==> config.mk <==
export PLATFORM = sky130hd
export DESIGN_NAME = keypad_calculator_fsm_core
export DESIGN_NICKNAME = d
export VERILOG_FILES = /design/src/sv/kcf_pkg.sv /design/src/sv/kcf_ctrl.sv /design/src/sv/kcf_dpath.sv /design/src/sv/keypad_calculator_fsm_core.sv
export SDC_FILE = /design/constraint.sdc
export NUM_CORES = 1
export LEC_CHECK = 0
export BUFFER_PORTS_ARGS = -buffer_cell sky130_fd_sc_hd__buf_2
export CORE_MARGIN = 1.5
export CORE_UTILIZATION = 45
export DETAILED_ROUTE_END_ITERATION = 10
export HOLD_SLACK_MARGIN = 0.12
export PLACE_DENSITY = 0.69
export RECOVER_POWER = 25
export SYNTH_ARGS = -nofsm -noshare
export SYNTH_HDL_FRONTEND = slang
export SYNTH_SLANG_ARGS = --single-unit
==> constraint.sdc <==
create_clock -name clock -period 7.03 [get_ports clock]
set_input_delay 1.7575 -clock clock [delete_from_list [all_inputs] [get_ports clock]]
set_output_delay 1.7575 -clock clock [all_outputs]
set_load 0.05 [all_outputs]
==> src/sv/kcf_pkg.sv <==
// Shared types and constants for the keypad calculator core.
// Holds key codes, the controller/datapath command and status structs, and enums.
// No dependencies.
`default_nettype none

package kcf_pkg;

   localparam int unsigned KEY_WIDTH    = 8;
   localparam int unsigned RESULT_WIDTH = 16;

   localparam logic [KEY_WIDTH-1:0] KEY_DIGIT_MAX = 8'd9;
   localparam logic [KEY_WIDTH-1:0] KEY_CLEAR     = 8'h7E; // '~'
   localparam logic [KEY_WIDTH-1:0] KEY_EQUALS    = 8'h3D; // '='
   localparam logic [KEY_WIDTH-1:0] KEY_PLUS      = 8'h2B; // '+'
   localparam logic [KEY_WIDTH-1:0] KEY_MINUS     = 8'h2D; // '-'
   localparam logic [KEY_WIDTH-1:0] KEY_TIMES     = 8'h2A; // '*'
   localparam logic [KEY_WIDTH-1:0] KEY_DIVIDE    = 8'h2F; // '/'

   localparam logic [3:0] DECIMAL_BASE = 4'd10;

   typedef enum logic [1:0] {
      PH_FIRST,
      PH_SECOND,
      PH_DONE
   } phase_type;

   typedef enum logic [1:0] {
      ST_IDLE,
      ST_DIV,
      ST_CALC,
      ST_WRITE
   } state_type;

   typedef enum logic [2:0] {
      OPC_OTHER,
      OPC_ADD,
      OPC_SUB,
      OPC_MUL,
      OPC_DIV
   } opclass_type;

   typedef struct packed {
      logic clear;
      logic acc_n1;
      logic acc_n2;
      logic load_op;
      logic div_start;
      logic div_step;
      logic calc_load;
      logic write_rsp;
   } cmd_type;

   typedef struct packed {
      logic        key_digit;
      logic        key_equals;
      logic        key_clear;
      opclass_type op_class;
      logic        div_last;
      logic        out_free;
   } sts_type;

endpackage

`default_nettype wire

==> src/sv/kcf_ctrl.sv <==
// Controller state machine of the keypad calculator core.
// Tracks the entry phase and sequences accumulate, divide, result and output steps.
// Depends on kcf_pkg.
`default_nettype none

module kcf_ctrl (
   input  wire logic             clock,
   input  wire logic             reset,
   input  wire logic             req_valid,
   output logic                  req_stall,
   input  wire kcf_pkg::sts_type sts,
   output kcf_pkg::cmd_type      cmd
);

   kcf_pkg::state_type state_ff, state_in;
   kcf_pkg::phase_type phase_ff, phase_in;
   logic               accept;

   assign req_stall = (state_ff != kcf_pkg::ST_IDLE);
   assign accept    = req_valid && (state_ff == kcf_pkg::ST_IDLE);

   // next state and phase
   always_comb begin
      state_in = state_ff;
      phase_in = phase_ff;
      unique case (state_ff)
         kcf_pkg::ST_IDLE: begin
            if (accept) begin
               priority if (sts.key_clear) begin
                  phase_in = kcf_pkg::PH_FIRST;
               end else if (phase_ff == kcf_pkg::PH_FIRST) begin
                  if (!sts.key_digit && !sts.key_equals) begin
                     phase_in = kcf_pkg::PH_SECOND;
                  end
               end else if (phase_ff == kcf_pkg::PH_SECOND) begin
                  if (sts.key_equals) begin
                     phase_in = kcf_pkg::PH_DONE;
                     state_in = (sts.op_class == kcf_pkg::OPC_DIV) ?
                                kcf_pkg::ST_DIV : kcf_pkg::ST_CALC;
                  end
               end else begin
                  phase_in = phase_ff;
               end
            end
         end
         kcf_pkg::ST_DIV: begin
            if (sts.div_last) begin
               state_in = kcf_pkg::ST_CALC;
            end
         end
         kcf_pkg::ST_CALC: begin
            state_in = kcf_pkg::ST_WRITE;
         end
         kcf_pkg::ST_WRITE: begin
            if (sts.out_free) begin
               state_in = kcf_pkg::ST_IDLE;
            end
         end
         default: begin
            state_in = kcf_pkg::ST_IDLE;
         end
      endcase
   end

   // commands to the datapath
   always_comb begin
      cmd = '0;
      unique case (state_ff)
         kcf_pkg::ST_IDLE: begin
            if (accept) begin
               priority if (sts.key_clear) begin
                  cmd.clear = 1'b1;
               end else if (phase_ff == kcf_pkg::PH_FIRST) begin
                  cmd.acc_n1  = sts.key_digit;
                  cmd.load_op = !sts.key_digit && !sts.key_equals;
               end else if (phase_ff == kcf_pkg::PH_SECOND) begin
                  cmd.acc_n2    = sts.key_digit;
                  cmd.div_start = sts.key_equals && (sts.op_class == kcf_pkg::OPC_DIV);
               end else begin
                  cmd.clear = 1'b0;
               end
            end
         end
         kcf_pkg::ST_DIV: begin
            cmd.div_step = 1'b1;
         end
         kcf_pkg::ST_CALC: begin
            cmd.calc_load = 1'b1;
         end
         kcf_pkg::ST_WRITE: begin
            cmd.write_rsp = sts.out_free;
         end
         default: begin
            cmd = '0;
         end
      endcase
   end

   always_ff @(posedge clock) begin
      if (reset) begin
         state_ff <= kcf_pkg::ST_IDLE;
         phase_ff <= kcf_pkg::PH_FIRST;
      end else begin
         state_ff <= state_in;
         phase_ff <= phase_in;
      end
   end

endmodule

`default_nettype wire

==> src/sv/kcf_dpath.sv <==
// Datapath of the keypad calculator core: operand accumulators, operator,
// restoring divider, result register and the result output register.
// Depends on kcf_pkg.
`default_nettype none

module kcf_dpath #(
   parameter int unsigned VALUE_WIDTH = 16
) (
   input  wire logic                                 clock,
   input  wire logic                                 reset,
   input  wire logic [kcf_pkg::KEY_WIDTH-1:0]        req_key_code,
   input  wire kcf_pkg::cmd_type                     cmd,
   output kcf_pkg::sts_type                          sts,
   output logic                                      rsp_valid,
   input  wire logic                                 rsp_stall,
   output logic                                      rsp_result_negative,
   output logic [kcf_pkg::RESULT_WIDTH-1:0]          rsp_result_magnitude,
   output logic                                      rsp_divide_by_zero
);

   localparam int unsigned W  = VALUE_WIDTH;
   localparam int unsigned CW = $clog2(VALUE_WIDTH);
   localparam int unsigned MW = (VALUE_WIDTH > kcf_pkg::RESULT_WIDTH) ?
                                VALUE_WIDTH : kcf_pkg::RESULT_WIDTH;

   logic [W-1:0]            n1_ff, n1_in;
   logic [W-1:0]            n2_ff, n2_in;
   kcf_pkg::opclass_type    op_ff, op_in;
   logic [W-1:0]            rem_ff, rem_in;
   logic [W-1:0]            quo_ff, quo_in;
   logic [W-1:0]            dvs_ff, dvs_in;
   logic                    qneg_ff, qneg_in;
   logic [CW-1:0]           cnt_ff, cnt_in;
   logic [W-1:0]            res_ff, res_in;
   logic                    dz_ff, dz_in;
   logic                    rsp_valid_ff, rsp_valid_in;
   logic                    rsp_neg_ff, rsp_neg_in;
   logic [kcf_pkg::RESULT_WIDTH-1:0] rsp_mag_ff, rsp_mag_in;
   logic                    rsp_dz_ff, rsp_dz_in;

   logic [kcf_pkg::KEY_WIDTH-1:0] key;
   logic [W-1:0]            digit;
   logic [W-1:0]            acc_src, acc_val;
   kcf_pkg::opclass_type    key_class;
   logic [W:0]              shifted, diff;
   logic                    fits;
   logic [2*W-1:0]          product;
   logic                    n2_zero;
   logic [W-1:0]            quo_signed;
   logic [W-1:0]            mag;
   logic [MW-1:0]           mag_ext;

   assign key     = req_key_code;
   assign digit   = W'(key[3:0]);
   assign n2_zero = (n2_ff == '0);

   // operator key to operation class
   always_comb begin
      unique case (key)
         kcf_pkg::KEY_PLUS:   key_class = kcf_pkg::OPC_ADD;
         kcf_pkg::KEY_MINUS:  key_class = kcf_pkg::OPC_SUB;
         kcf_pkg::KEY_TIMES:  key_class = kcf_pkg::OPC_MUL;
         kcf_pkg::KEY_DIVIDE: key_class = kcf_pkg::OPC_DIV;
         default:             key_class = kcf_pkg::OPC_OTHER;
      endcase
   end

   // times ten plus digit, by shift and add
   assign acc_src = cmd.acc_n2 ? n2_ff : n1_ff;
   assign acc_val = (acc_src << 3) + (acc_src << 1) + digit;

   // one restoring division step
   assign shifted = {rem_ff, quo_ff[W-1]};
   assign fits    = (shifted >= {1'b0, dvs_ff});
   assign diff    = shifted - {1'b0, dvs_ff};

   assign product    = n1_ff * n2_ff;
   assign quo_signed = qneg_ff ? (W'(0) - quo_ff) : quo_ff;

   always_comb begin
      n1_in   = n1_ff;
      n2_in   = n2_ff;
      op_in   = op_ff;
      rem_in  = rem_ff;
      quo_in  = quo_ff;
      dvs_in  = dvs_ff;
      qneg_in = qneg_ff;
      cnt_in  = cnt_ff;
      res_in  = res_ff;
      dz_in   = dz_ff;
      if (cmd.clear) begin
         n1_in = '0;
         n2_in = '0;
         op_in = kcf_pkg::OPC_OTHER;
      end
      if (cmd.acc_n1) begin
         n1_in = acc_val;
      end
      if (cmd.acc_n2) begin
         n2_in = acc_val;
      end
      if (cmd.load_op) begin
         op_in = key_class;
      end
      if (cmd.div_start) begin
         rem_in  = '0;
         quo_in  = n1_ff[W-1] ? (W'(0) - n1_ff) : n1_ff;
         dvs_in  = n2_ff[W-1] ? (W'(0) - n2_ff) : n2_ff;
         qneg_in = n1_ff[W-1] ^ n2_ff[W-1];
         cnt_in  = '0;
      end
      if (cmd.div_step) begin
         rem_in = fits ? diff[W-1:0] : shifted[W-1:0];
         quo_in = {quo_ff[W-2:0], fits};
         cnt_in = cnt_ff + 1'b1;
      end
      if (cmd.calc_load) begin
         dz_in = 1'b0;
         unique case (op_ff)
            kcf_pkg::OPC_ADD: res_in = n1_ff + n2_ff;
            kcf_pkg::OPC_SUB: res_in = n1_ff - n2_ff;
            kcf_pkg::OPC_MUL: res_in = product[W-1:0];
            kcf_pkg::OPC_DIV: begin
               dz_in  = n2_zero;
               res_in = n2_zero ? '0 : quo_signed;
            end
            default:          res_in = n2_ff;
         endcase
      end
   end

   // result to sign and magnitude, held until taken
   assign mag     = res_ff[W-1] ? (W'(0) - res_ff) : res_ff;
   assign mag_ext = MW'(mag);

   always_comb begin
      rsp_neg_in   = rsp_neg_ff;
      rsp_mag_in   = rsp_mag_ff;
      rsp_dz_in    = rsp_dz_ff;
      rsp_valid_in = rsp_valid_ff;
      if (cmd.write_rsp) begin
         rsp_neg_in   = res_ff[W-1];
         rsp_mag_in   = mag_ext[kcf_pkg::RESULT_WIDTH-1:0];
         rsp_dz_in    = dz_ff;
         rsp_valid_in = 1'b1;
      end else if (!rsp_stall) begin
         rsp_valid_in = 1'b0;
      end
   end

   always_ff @(posedge clock) begin
      if (reset) begin
         n1_ff        <= '0;
         n2_ff        <= '0;
         op_ff        <= kcf_pkg::OPC_OTHER;
         rsp_valid_ff <= 1'b0;
      end else begin
         n1_ff        <= n1_in;
         n2_ff        <= n2_in;
         op_ff        <= op_in;
         rsp_valid_ff <= rsp_valid_in;
      end
   end

   always_ff @(posedge clock) begin
      rem_ff     <= rem_in;
      quo_ff     <= quo_in;
      dvs_ff     <= dvs_in;
      qneg_ff    <= qneg_in;
      cnt_ff     <= cnt_in;
      res_ff     <= res_in;
      dz_ff      <= dz_in;
      rsp_neg_ff <= rsp_neg_in;
      rsp_mag_ff <= rsp_mag_in;
      rsp_dz_ff  <= rsp_dz_in;
   end

   assign sts.key_digit  = (key <= kcf_pkg::KEY_DIGIT_MAX);
   assign sts.key_equals = (key == kcf_pkg::KEY_EQUALS);
   assign sts.key_clear  = (key == kcf_pkg::KEY_CLEAR);
   assign sts.op_class   = op_ff;
   assign sts.div_last   = (cnt_ff == CW'(VALUE_WIDTH - 1));
   assign sts.out_free   = !rsp_valid_ff || !rsp_stall;

   assign rsp_valid            = rsp_valid_ff;
   assign rsp_result_negative  = rsp_neg_ff;
   assign rsp_result_magnitude = rsp_mag_ff;
   assign rsp_divide_by_zero   = rsp_dz_ff;

endmodule

`default_nettype wire

==> src/sv/keypad_calculator_fsm_core.sv <==
// Keypad four-function calculator. Each request carries one key code: 0..9 are
// digits, '+', '-', '*', '/' pick the operator, '=' computes and '~' clears. Operands
// and results wrap modulo 2^VALUE_WIDTH as two's complement; one response (sign,
// magnitude, divide-by-zero flag) follows each '=' in second-operand entry, and
// later keys are dropped until '~'. Digit, operator and clear keys are taken while the
// core is idle. After '=' the result is computed and then written out; for '/' the
// one-bit-per-cycle restoring divider runs first. New keys are stalled until the result
// is written. A finished response sits in an output register, so the next key is taken while it waits.
// Depends on kcf_pkg, kcf_ctrl and kcf_dpath.
`default_nettype none

module keypad_calculator_fsm_core #(
   parameter int unsigned VALUE_WIDTH = 16
) (
   input  wire logic                                clock,
   input  wire logic                                reset,
   input  wire logic                                req_valid,
   output logic                                     req_stall,
   input  wire logic [kcf_pkg::KEY_WIDTH-1:0]       req_key_code,
   output logic                                     rsp_valid,
   input  wire logic                                rsp_stall,
   output logic                                     rsp_result_negative,
   output logic [kcf_pkg::RESULT_WIDTH-1:0]         rsp_result_magnitude,
   output logic                                     rsp_divide_by_zero
);

   kcf_pkg::cmd_type cmd;
   kcf_pkg::sts_type sts;

   kcf_ctrl u_ctrl (
      .clock     (clock),
      .reset     (reset),
      .req_valid (req_valid),
      .req_stall (req_stall),
      .sts       (sts),
      .cmd       (cmd)
   );

   kcf_dpath #(
      .VALUE_WIDTH (VALUE_WIDTH)
   ) u_dpath (
      .clock                (clock),
      .reset                (reset),
      .req_key_code         (req_key_code),
      .cmd                  (cmd),
      .sts                  (sts),
      .rsp_valid            (rsp_valid),
      .rsp_stall            (rsp_stall),
      .rsp_result_negative  (rsp_result_negative),
      .rsp_result_magnitude (rsp_result_magnitude),
      .rsp_divide_by_zero   (rsp_divide_by_zero)
   );

endmodule

`default_nettype wire

==> summary.md, run 1 <==
| Metric | Value |
|---|---|
| Syn_nets | 1691 |
| Routed Antenna Nets | 0 |
| Clock sink count | 128 |
| Main synth FF type | edfxtp_1 |
| Worst IR Drop VDD | 0.143 mV |
| #FFs+latches synth | 128 |
| # fillers | 2687 |
| Top cell type's share of synthesized area | 0.202 |
| DRC violations left | 0 |
| Async S/R FF share, synth | 0 |
| Reg power frac | 0.407 |
| Core box area | 28600 um^2 |
| Root Buffer | clkbuf_16 |
| Die height | 173 um |
| Top post-synthesis cells by area | edfxtp_1, fa_1, ha_1, dfxtp_1, xnor2_1 |
| Synth warn | 0 |
| Most frequent cells after synthesis | nand2_1, inv_1, ha_1 |
| Vias in the first global route | 10.2k |
| Full die area | 30000 um^2 |
| Yosys top cell by area | edfxtp_1 |
| CTS tree | done |
| Sequential area share after synthesis | 0.264 |
| Setup CP Type | register to register |
| Detailed Route WL | 33600 um |
| Endpoint type of the worst setup path | register |
| Slew headroom | -0.198 |
| EDFF count, synth | 88 |
| Clock Power Share | 0.349 |
| Final min period | 6300 ps |
| Antenna cells | 0 |
| Via Count | 10.6k |
| Finished Cell Area | 14200 um^2 |
| Switching Share | 0.335 |
| Outcome | complete, but fails checks |
| CP Launch Type | register |
| Final hold viol count | 0 |
| CP peak stage delay | 850 ps |
| PD cells | 176 nW/um^2 |
| RSZ-0062 raised after global routing | false |
| Failing checks | capacitance limit, slew limit |
| Fin crit share | 0.897 |
| Postcts setup bufs | 0 |
| Post-synth cell types | 70 |
| Internal | 0.00166 W |
| Synth Area in XOR/XNOR | 0.0936 |
| Cell family with most CP delay | adder cells |
| Comb pwr share | 0.244 |
| Cells after DPL | 1849 |
| First-pass GRT wire length | 54200 um |
| Worst EP required | 7210 ps |
| Pins over their slew limit | 85 |
| Hpwl dp | 25900 um |
| Vias/cell | 5.63 |
| CTS resizes | 0 |
| Drt pass-1 iters | 5 |
| Clk Latency, worst-skew pair | 430 ps |
| # rows | 62 |
| Setup violators final | 0 |
| Non-filler instance count after layout | 1881 |
| Maximum clock path buffer count | 2 |
| Max_cap viols | 2 |
| Most used cell, CP | fa_1 |
| CP Cell Sequence | and2_1 > fa_1 > inv_1 > fa_1 > fa_1 > fa_1 > inv_1 > fa_1 > inv_1 > fa_1 > inv_1 > ha_1 > nand3_1 > o311ai_0 > a21o_1 > a21oi_1 > xnor2_1 > a221oi_1 > a21oi_1 |
| CP max FO | 18 |
| CTS buffer count | 17 |
| Die Wd | 173 um |
| Layout cells sized above 1 | 0.0808 |
| GRT Total Usage | 0.228 |
| LEAKAGE | 5.98 nW |
| Gate count of the mapped netlist | 1479 |
| Fmax | 159 MHz |
| Worst-path clk slew | 70 ps |
| Worst path bufs/invs | 4 |
| Actual slew at the worst max-slew pin | 1800 ps |
| Largest net degree at the start of global routing | 46 |
| Placed Area | 13600 um^2 |
| RePlAce Congestion | 0.931 |
| Cell with the most instances after synthesis | nand2_1 |
| CTS H-tree depth | 4 |
| Clock skew | 16.7 ps |
| Drt first-iter violations | 944 |
| Area occupied by multi-input gates | 8750 um^2 |
| Post-synthesis compound-gate area fraction | 0.133 |
| Worst Path Arrival | 6480 ps |
| NetSw | 0.000835 W |
| Reg area | 3440 um^2 |
| Cell area after synthesis | 13100 um^2 |
| Hold WC Path Type | register to register |
| Initial Utilization | 0.456 |
| Area grow syn2layout | 8.76% |
| Syn avg cell area | 8.83 um^2 |
| Largest family of logic cells by synthesized area | adder cells |
| Multiplexer share of the synthesized area | 0.0166 |
| Post-CTS Hold Fix Bufs | 0 |
| Final setup TNS | 0 ps |
| Avg WL per Cell | 17.9 um |
| Nets | 1696 |
| CP max stage cell | dfxtp_1 |
| Grt total ovfl | 0 |
| Simple-Gate Fraction of Synth Area | 0.187 |
| Post-synthesis adder-cell area fraction | 0.240 |
| Buffers on Ports | 31 |
| I/O Pins | 32 |
| Initial antenna violation count | 0 |
-- final cells by class --
cell class	count	share of cell area
clock inverter	15	0.0103
timing repair buffer	63	0.0270
tap	384	0.0338
clock buffer	17	0.0300
sequential	128	0.242
inverter	152	0.0402
multi-input combinational	1122	0.616
-- layer usage --
layer / up-vias / share of wire / wire length, um / global-route usage
met5: - / 0 / 0 / 0
met4: 0 / 0.023 / 782 / 0.0681
li1: 5045 / - / - / -
met2: 374 / 0.46 / 15500 / 0.370
met3: 66 / 0.065 / 2180 / 0.0355
met1: 5101 / 0.45 / 15100 / 0.314
-- sequential cells by signal, summed over array words and instances (netlist names) --
name,count
u_dpath.dvs_ff,16
u_dpath.n1_ff,16
u_dpath.n2_ff,16
u_dpath.quo_ff,16
u_dpath.rem_ff,16
u_dpath.res_ff,16
u_dpath.rsp_result_magnitude,16
u_dpath.cnt_ff,4
u_dpath.op_ff,3
u_ctrl.phase_ff,2
u_ctrl.state_ff,2
u_dpath.dz_ff,1
u_dpath.qneg_ff,1
u_dpath.rsp_divide_by_zero,1
u_dpath.rsp_result_negative,1
u_dpath.rsp_valid,1
-- final timing paths --
kind | to | slack, ps | startpoint | depth (start not counted)
max | u_dpath.res_ff[14]$_DFFE_PP_ | 730 | u_dpath.n2_ff[5]$_SDFFE_PP0P_ | 19
min | u_dpath.rsp_divide_by_zero$_DFFE_PP_ | 420 | u_dpath.dz_ff$_SDFFCE_PN0P_ | 0
max reg2reg | u_dpath.res_ff[14]$_DFFE_PP_ | 730 | u_dpath.n2_ff[5]$_SDFFE_PP0P_ | 19
min reg2reg | u_dpath.rsp_divide_by_zero$_DFFE_PP_ | 420 | u_dpath.dz_ff$_SDFFCE_PN0P_ | 0
-- stage by stage --
stage          hold slack [ps]  worst slack, ps  total power, W  utilization
2_1_floorplan              400             1150         0.00148            -
3_3_place_gp               406              974         0.00161        0.477
3_5_place_dp               405              777         0.00163        0.477
4_1_cts                    420              763         0.00250        0.497
5_1_grt                    442              441         0.00262        0.496
6_report                   419              727         0.00249        0.496
-- power by group through the flow --
stage / Sequential, W / Combinational (W) / Clock (W)
floorplan: 0.00102 / 0.000459 / 0
global placement: 0.00102 / 0.000589 / 0
detailed placement: 0.00103 / 0.000602 / 0
CTS: 0.00101 / 0.000608 / 0.000881
global route: 0.00102 / 0.000682 / 0.000916
finish: 0.00101 / 0.000609 / 0.000869
-- cells in the final DEF (no fill, tap or decap), types with 7 or more instances in the layout --
master and instances:
inv_6 7, nor2_1 105, or3_1 19, nor2b_1 9, mux2_2 13, o21a_1 15, ha_1 116, mux2i_1 7
nand3_1 18, and2_1 77, edfxtp_1 88, a21oi_1 52, o21ai_0 69, a22oi_1 35, nand2_1 170, xor2_1 50
o31ai_1 14, nand4_1 10, nor3_1 27, buf_4 29, dfxtp_1 40, buf_2 30, o211ai_1 8, clkbuf_16 17
nand2b_1 21, inv_1 151, nor4_1 9, a21o_1 11, fa_1 84, xnor2_1 87
-- logic make-up (layout without fill, tap and decap cells) --
logic type	Yosys count	after routing
compound gates	265	265
xor+xnor	138	138
fa+ha+maj	200	200
buf+inv	229	247
flops	128	128
mux	20	20
simple gates	499	499
-- worst register-to-register path: cells and delay by family (launching register included) --
kind | cells | cell delay (ps)
simple gates | 2 | 350
buf+inv | 4 | 270
xor+xnor | 1 | 130
fa+ha+maj | 7 | 3270
flops | 1 | 850
compound gates | 5 | 1190
(Power assumes the default switching activity.)
==> inputs of run 2 (changes only) <==
- REMOVE_ABC_BUFFERS: unset -> 1
==> run 2 against run 1 <==
Against the previous run:
- the run still ends with capacitance limit, slew limit left
- sequential power hardly changed
- sequential share of layout area hardly changed
- cell count is 0.27% lower
- final area hardly changed
- highest routed layer unchanged
==> summary.md, run 2 (synthesis results as in run 1) <==
| Metric | Value |
|---|---|
| Setup ws final | 861 ps (was 727 ps) |
| PD cells | 181 nW/um^2 (was 176 nW/um^2) |
| Switching Share | 0.328 (was 0.335) |
| Routed Antenna Nets | 0 (unchanged) |
| Clk Latency, worst-skew pair | 430 ps (about the same) |
| Vias/cell | 5.70 (was 5.63) |
| Clock Power Share | 0.367 (was 0.349) |
| Reg power frac | 0.395 (was 0.407) |
| Commonest non-fill, non-tap cell in the layout | nand2_1 (unchanged) |
| Area grow syn2layout | 8.81% (was 8.76%) |
| R2R Setup Slk | 860 ps (was 730 ps) |
| Grt total ovfl | 0 (unchanged) |
| Worst-path clk slew | 70 ps (about the same) |
| Setup violators final | 0 (unchanged) |
| First-pass GRT wire length | 55000 um (was 54200 um) |
| Most frequent cells in the layout | nand2_1, inv_1, ha_1, nor2_1, edfxtp_1 (unchanged) |
| Setup WS pre-CTS | 878 ps (was 777 ps) |
| Full die area | 30000 um^2 (unchanged) |
| Vias in the first global route | 10.4k (was 10.2k) |
| Core Util, Final | 0.496 (about the same) |
| CP max FO | 18 (unchanged) |
| Drt first-iter violations | 1058 (was 944) |
| CTS H-tree depth | 4 (unchanged) |
| Final hold viol count | 0 (unchanged) |
| I/O Pins | 32 (unchanged) |
| Largest net degree at the start of global routing | 46 (unchanged) |
| CTS resizes | 0 (unchanged) |
| Buffers on Ports | 31 (unchanged) |
| Final setup TNS | 0 ps (unchanged) |
| Hpwl dp | 26000 um (was 25900 um) |
| Slew headroom | -0.241 (was -0.198) |
| LEAKAGE | 5.99 nW (was 5.98 nW) |
| NetSw | 0.000842 W (was 0.000835 W) |
| Post-CTS Hold Fix Bufs | 0 (unchanged) |
| Detailed Route WL | 34000 um (was 33600 um) |
| Postcts setup bufs | 0 (unchanged) |
| Cells after DPL | 1844 (was 1849) |
| CTS buffer count | 17 (unchanged) |
| CTS tree | done (unchanged) |
| Worst IR Drop VDD | 0.186 mV (was 0.143 mV) |
| # rows | 62 (unchanged) |
| GRT Total Usage | 0.232 (was 0.228) |
| Actual slew at the worst max-slew pin | 1860 ps (was 1800 ps) |
| Worst Path Arrival | 6340 ps (was 6480 ps) |
| Outcome | complete, but fails checks (unchanged) |
| Layout cells sized above 1 | 0.0771 (was 0.0808) |
| Comb pwr share | 0.237 (was 0.244) |
| Pins over their slew limit | 85 (unchanged) |
| Final min period | 6170 ps (was 6300 ps) |
| Die height | 173 um (unchanged) |
| Max_cap viols | 2 (unchanged) |
| Non-filler instance count after layout | 1876 (was 1881) |
| Drt pass-1 iters | 6 (was 5) |
| Setup CP Type | register to register (unchanged) |
| Clock skew | 12.3 ps (was 16.7 ps) |
| Nets | 1691 (was 1696) |
| Initial Utilization | 0.456 (unchanged) |
| Fin crit share | 0.877 (was 0.897) |
| Internal | 0.00173 W (was 0.00166 W) |
| Hold WC Path Type | register to register (unchanged) |
| Root Buffer | clkbuf_16 (unchanged) |
| Die Wd | 173 um (unchanged) |
| Worst EP required | 7200 ps (was 7210 ps) |
| DRC violations left | 0 (unchanged) |
| Failing checks | capacitance limit, slew limit (unchanged) |
| CP Launch Type | register (unchanged) |
| Initial antenna violation count | 0 (unchanged) |
| Core box area | 28600 um^2 (unchanged) |
| Hold_ws | 417 ps (was 419 ps) |
| Fmax | 162 MHz (was 159 MHz) |
| Avg WL per Cell | 18.1 um (was 17.9 um) |
| Via Count | 10.7k (was 10.6k) |
| Antenna cells | 0 (unchanged) |
| Maximum clock path buffer count | 2 (unchanged) |
| Endpoint type of the worst setup path | register (unchanged) |
| RePlAce Congestion | 0.952 (was 0.931) |
| Clock sink count | 128 (unchanged) |
| RSZ-0062 raised after global routing | false (unchanged) |
==> run 2: worst max-delay path, cell delays in order, from the launching register on <==
cell and delay, ps:
dfxtp_1 810, nand2_1 150, fa_1 540, fa_1 450
fa_1 490, fa_1 490, inv_1 60, fa_1 530
inv_1 50, fa_1 540, inv_1 50, ha_1 360
nand3_1 100, o311ai_0 480, a21o_1 190, a21oi_1 70
xnor2_1 150, a221oi_1 280, a21oi_1 120
==> run 2: power by group through the flow <==
stage / clock network, W / logic, W / registers [W]
detailed placement: 0 / 0.000603 / 0.00103
global route: 0.000986 / 0.000684 / 0.00103
CTS: 0.000957 / 0.000608 / 0.00101
finish: 0.000945 / 0.000610 / 0.00102
floorplan: 0 / 0.000444 / 0.00103
global placement: 0 / 0.000591 / 0.00103
==> run 2: per-stage QoR <==
stage	area [um^2]	power [W]
floorplan	12800	0.00147
global placement	13600	0.00162
detailed placement	13600	0.00163
CTS	14200	0.00258
global route	14200	0.00270
finish	14200	0.00257
==> run 2: area by class of cell <==
| class | count | area, um^2 |
|---|---|---|
| multi-input cells | 1122 | 8750 |
| inverters | 152 | 571 |
| well taps | 384 | 480 |
| clock inverters | 15 | 195 |
| clock buffers | 17 | 425 |
| fillers | 2708 | 14400 |
| flip-flops and latches | 128 | 3440 |
| repair buffers | 58 | 345 |
==> run 2: routing by layer <==
| metal | routed length, um | vias up | share of wire | global-route usage |
|---|---|---|---|---|
| met5 | 0 | - | 0 | 0 |
| met4 | 1140 | 0 | 0.033 | 0.0841 |
| met1 | 14700 | 5128 | 0.43 | 0.312 |
| met3 | 2390 | 83 | 0.070 | 0.0351 |
| met2 | 15800 | 436 | 0.46 | 0.380 |
| li1 | - | 5042 | - | - |
==> run 2: final timing paths <==
path | start | to | depth (start not counted)
worst max register to register | u_dpath.n2_ff[1]$_SDFFE_PP0P_ | u_dpath.res_ff[14]$_DFFE_PP_ | 18
worst max-delay path | u_dpath.n2_ff[1]$_SDFFE_PP0P_ | u_dpath.res_ff[14]$_DFFE_PP_ | 18
worst min-delay path | u_dpath.dz_ff$_SDFFCE_PN0P_ | u_dpath.rsp_divide_by_zero$_DFFE_PP_ | 0
worst min register to register | u_dpath.dz_ff$_SDFFCE_PN0P_ | u_dpath.rsp_divide_by_zero$_DFFE_PP_ | 0
==> inputs of run 3 (changes only) <==
- CELL_PAD_IN_SITES_DETAIL_PLACEMENT: unset -> 0
- CELL_PAD_IN_SITES_GLOBAL_PLACEMENT: unset -> 1
- PLACE_DENSITY: 0.69 -> 0.83
==> run 3 against run 2 <==
Against the previous run:
- the flow still finishes with violations (capacitance limit, slew limit)
- clock power shrank 9.5%
- clock skew increased by 2.3 ps
- register-to-register slack improved by 120 ps
- wire length grew 0.85%
- sequential share of layout area about the same
- critical endpoint unchanged
- highest routed layer unchanged
==> summary.md, run 3 (synthesis results as in run 1) <==
| Metric | Value |
|---|---|
| Final hold viol count | 0 (unchanged) |
| Die height | 173 um (unchanged) |
| CTS H-tree depth | 4 (unchanged) |
| CP Launch Type | register (unchanged) |
| Worst IR Drop VDD | 0.126 mV (was 0.186 mV) |
| Area occupied by multi-input gates | 8750 um^2 (about the same) |
| Root Buffer | clkbuf_16 (unchanged) |
| PD cells | 175 nW/um^2 (was 181 nW/um^2) |
| CP max FO | 14 (was 18) |
| Hold WC Path Type | register to register (unchanged) |
| Avg WL per Cell | 18.2 um (was 18.1 um) |
| CP peak stage delay | 670 ps (was 810 ps) |
| Drt first-iter violations | 951 (was 1058) |
| GRT Total Usage | 0.236 (was 0.232) |
| Setup CP Type | register to register (unchanged) |
| # fillers | 2727 (was 2708) |
| Commonest non-fill, non-tap cell in the layout | nand2_1 (unchanged) |
| Vias in the first global route | 10.1k (was 10.4k) |
| Worst Path Arrival | 6230 ps (was 6340 ps) |
| Area grow syn2layout | 8.68% (was 8.81%) |
| CTS tree | done (unchanged) |
| Clock skew | 14.6 ps (was 12.3 ps) |
| Setup violators final | 0 (unchanged) |
| RePlAce Congestion | 0.923 (was 0.952) |
| Largest net degree at the start of global routing | 46 (unchanged) |
| Postcts setup bufs | 0 (unchanged) |
| Worst-path clk slew | 60 ps (was 70 ps) |
| Final min period | 6050 ps (was 6170 ps) |
| Actual slew at the worst max-slew pin | 1840 ps (was 1860 ps) |
| Reg area | 3440 um^2 (unchanged) |
| Routed Antenna Nets | 0 (unchanged) |
| Hpwl dp | 26800 um (was 26000 um) |
| Antenna cells | 0 (unchanged) |
| Vias/cell | 5.58 (was 5.70) |
| Clk Latency, worst-skew pair | 430 ps (about the same) |
| Layout cells sized above 1 | 0.0802 (was 0.0771) |
| Most used cell, CP | fa_1 (unchanged) |
| # rows | 62 (unchanged) |
| Outcome | complete, but fails checks (unchanged) |
| CP Cell Sequence | nand2_1 > fa_1 > fa_1 > fa_1 > fa_1 > inv_1 > fa_1 > inv_1 > fa_1 > inv_1 > ha_1 > nand3_1 > o311ai_0 > a21o_1 > a21oi_1 > xnor2_1 > a221oi_1 > a21oi_1 (unchanged) |
| Pins over their slew limit | 85 (unchanged) |
| Fmax | 165 MHz (was 162 MHz) |
| Core box area | 28600 um^2 (unchanged) |
| Buffers on Ports | 31 (unchanged) |
| Failing checks | capacitance limit, slew limit (unchanged) |
| Nets | 1696 (was 1691) |
| Most frequent cells in the layout | nand2_1, inv_1, ha_1, nor2_1, edfxtp_1 (unchanged) |
| Post-CTS Hold Fix Bufs | 0 (unchanged) |
| Grt total ovfl | 0 (unchanged) |
| RSZ-0062 raised after global routing | false (unchanged) |
| Maximum clock path buffer count | 2 (unchanged) |
| Slew headroom | -0.227 (was -0.241) |
| CP max stage cell | dfxtp_1 (unchanged) |
| LEAKAGE | 5.99 nW (about the same) |
| Fin crit share | 0.860 (was 0.877) |
| Die Wd | 173 um (unchanged) |
| I/O Pins | 32 (unchanged) |
| CTS buffer count | 17 (unchanged) |
| Finished Cell Area | 14200 um^2 (about the same) |
| First-pass GRT wire length | 54900 um (was 55000 um) |
| Detailed Route WL | 34300 um (was 34000 um) |
| Initial antenna violation count | 0 (unchanged) |
| Drt pass-1 iters | 5 (was 6) |
| Worst EP required | 7210 ps (was 7200 ps) |
| Endpoint type of the worst setup path | register (unchanged) |
| Via Count | 10.5k (was 10.7k) |
| Max_cap viols | 2 (unchanged) |
| CTS resizes | 0 (unchanged) |
| Placed Area | 13600 um^2 (about the same) |
| Full die area | 30000 um^2 (unchanged) |
| Clock sink count | 128 (unchanged) |
| DRC violations left | 0 (unchanged) |
| Initial Utilization | 0.456 (unchanged) |
| Final setup TNS | 0 ps (unchanged) |
## run 3: path summary, 6_finish.rpt
kind                                                    start                                    to  slack [ps]  cells after the start
worst min-delay path              u_dpath.dz_ff$_SDFFCE_PN0P_  u_dpath.rsp_divide_by_zero$_DFFE_PP_         420                      0
worst max-delay path            u_dpath.n1_ff[8]$_SDFFE_PP0P_          u_dpath.res_ff[14]$_DFFE_PP_         980                     18
worst max register to register  u_dpath.n1_ff[8]$_SDFFE_PP0P_          u_dpath.res_ff[14]$_DFFE_PP_         980                     18
worst min register to register    u_dpath.dz_ff$_SDFFCE_PN0P_  u_dpath.rsp_divide_by_zero$_DFFE_PP_         420                      0
## run 3: power breakdown
| group | switching (W) | internal [W] | total, W |
|---|---|---|---|
| clock network | 0.000365 | 0.000490 | 0.000855 |
| registers | 0.0000813 | 0.000933 | 0.00101 |
| logic | 0.000380 | 0.000229 | 0.000609 |
| total | 0.000827 | 0.00165 | 0.00248 |
## run 3: per-stage QoR
step / power (W) / cells / setup slack [ps] / util / hold WS, ps
finish: 0.00248 / 1881 / 982 / 0.496 / 424
global route: 0.00261 / 1881 / 696 / 0.496 / 450
CTS: 0.00249 / 1881 / 980 / 0.496 / 425
detailed placement: 0.00163 / 1849 / 953 / 0.477 / 411
global placement: 0.00162 / 1849 / 1020 / 0.477 / 404
floorplan: 0.00147 / 1402 / 1070 / - / 400
## run 3: metal layers
layer,share of wire,track usage,vias to the layer above
met1,0.44,0.321,4996
met4,0.032,0.0841,0
met3,0.073,0.0480,79
li1,-,-,5051
met2,0.45,0.371,366
met5,0,0,-
## run 3: layout make-up
class | instances | share of cell area
Multi-Input combinational cell | 1122 | 0.617
Clock buffer | 17 | 0.0300
Tap cell | 384 | 0.0339
Timing Repair Buffer | 63 | 0.0270
Inverter | 152 | 0.0402
Clock inverter | 15 | 0.00961
Sequential cell | 128 | 0.243
## run 3: critical path, delay by kind of cell (launching register included)
family / cells / cell delay, ps
adder cells (fa/ha/maj): 7 / 3440
XOR/XNOR: 1 / 130
AND/OR/NAND/NOR: 2 / 250
flip-flops: 1 / 670
buffers and inverters: 3 / 170
AO/OA/AOI/OAI: 5 / 1140
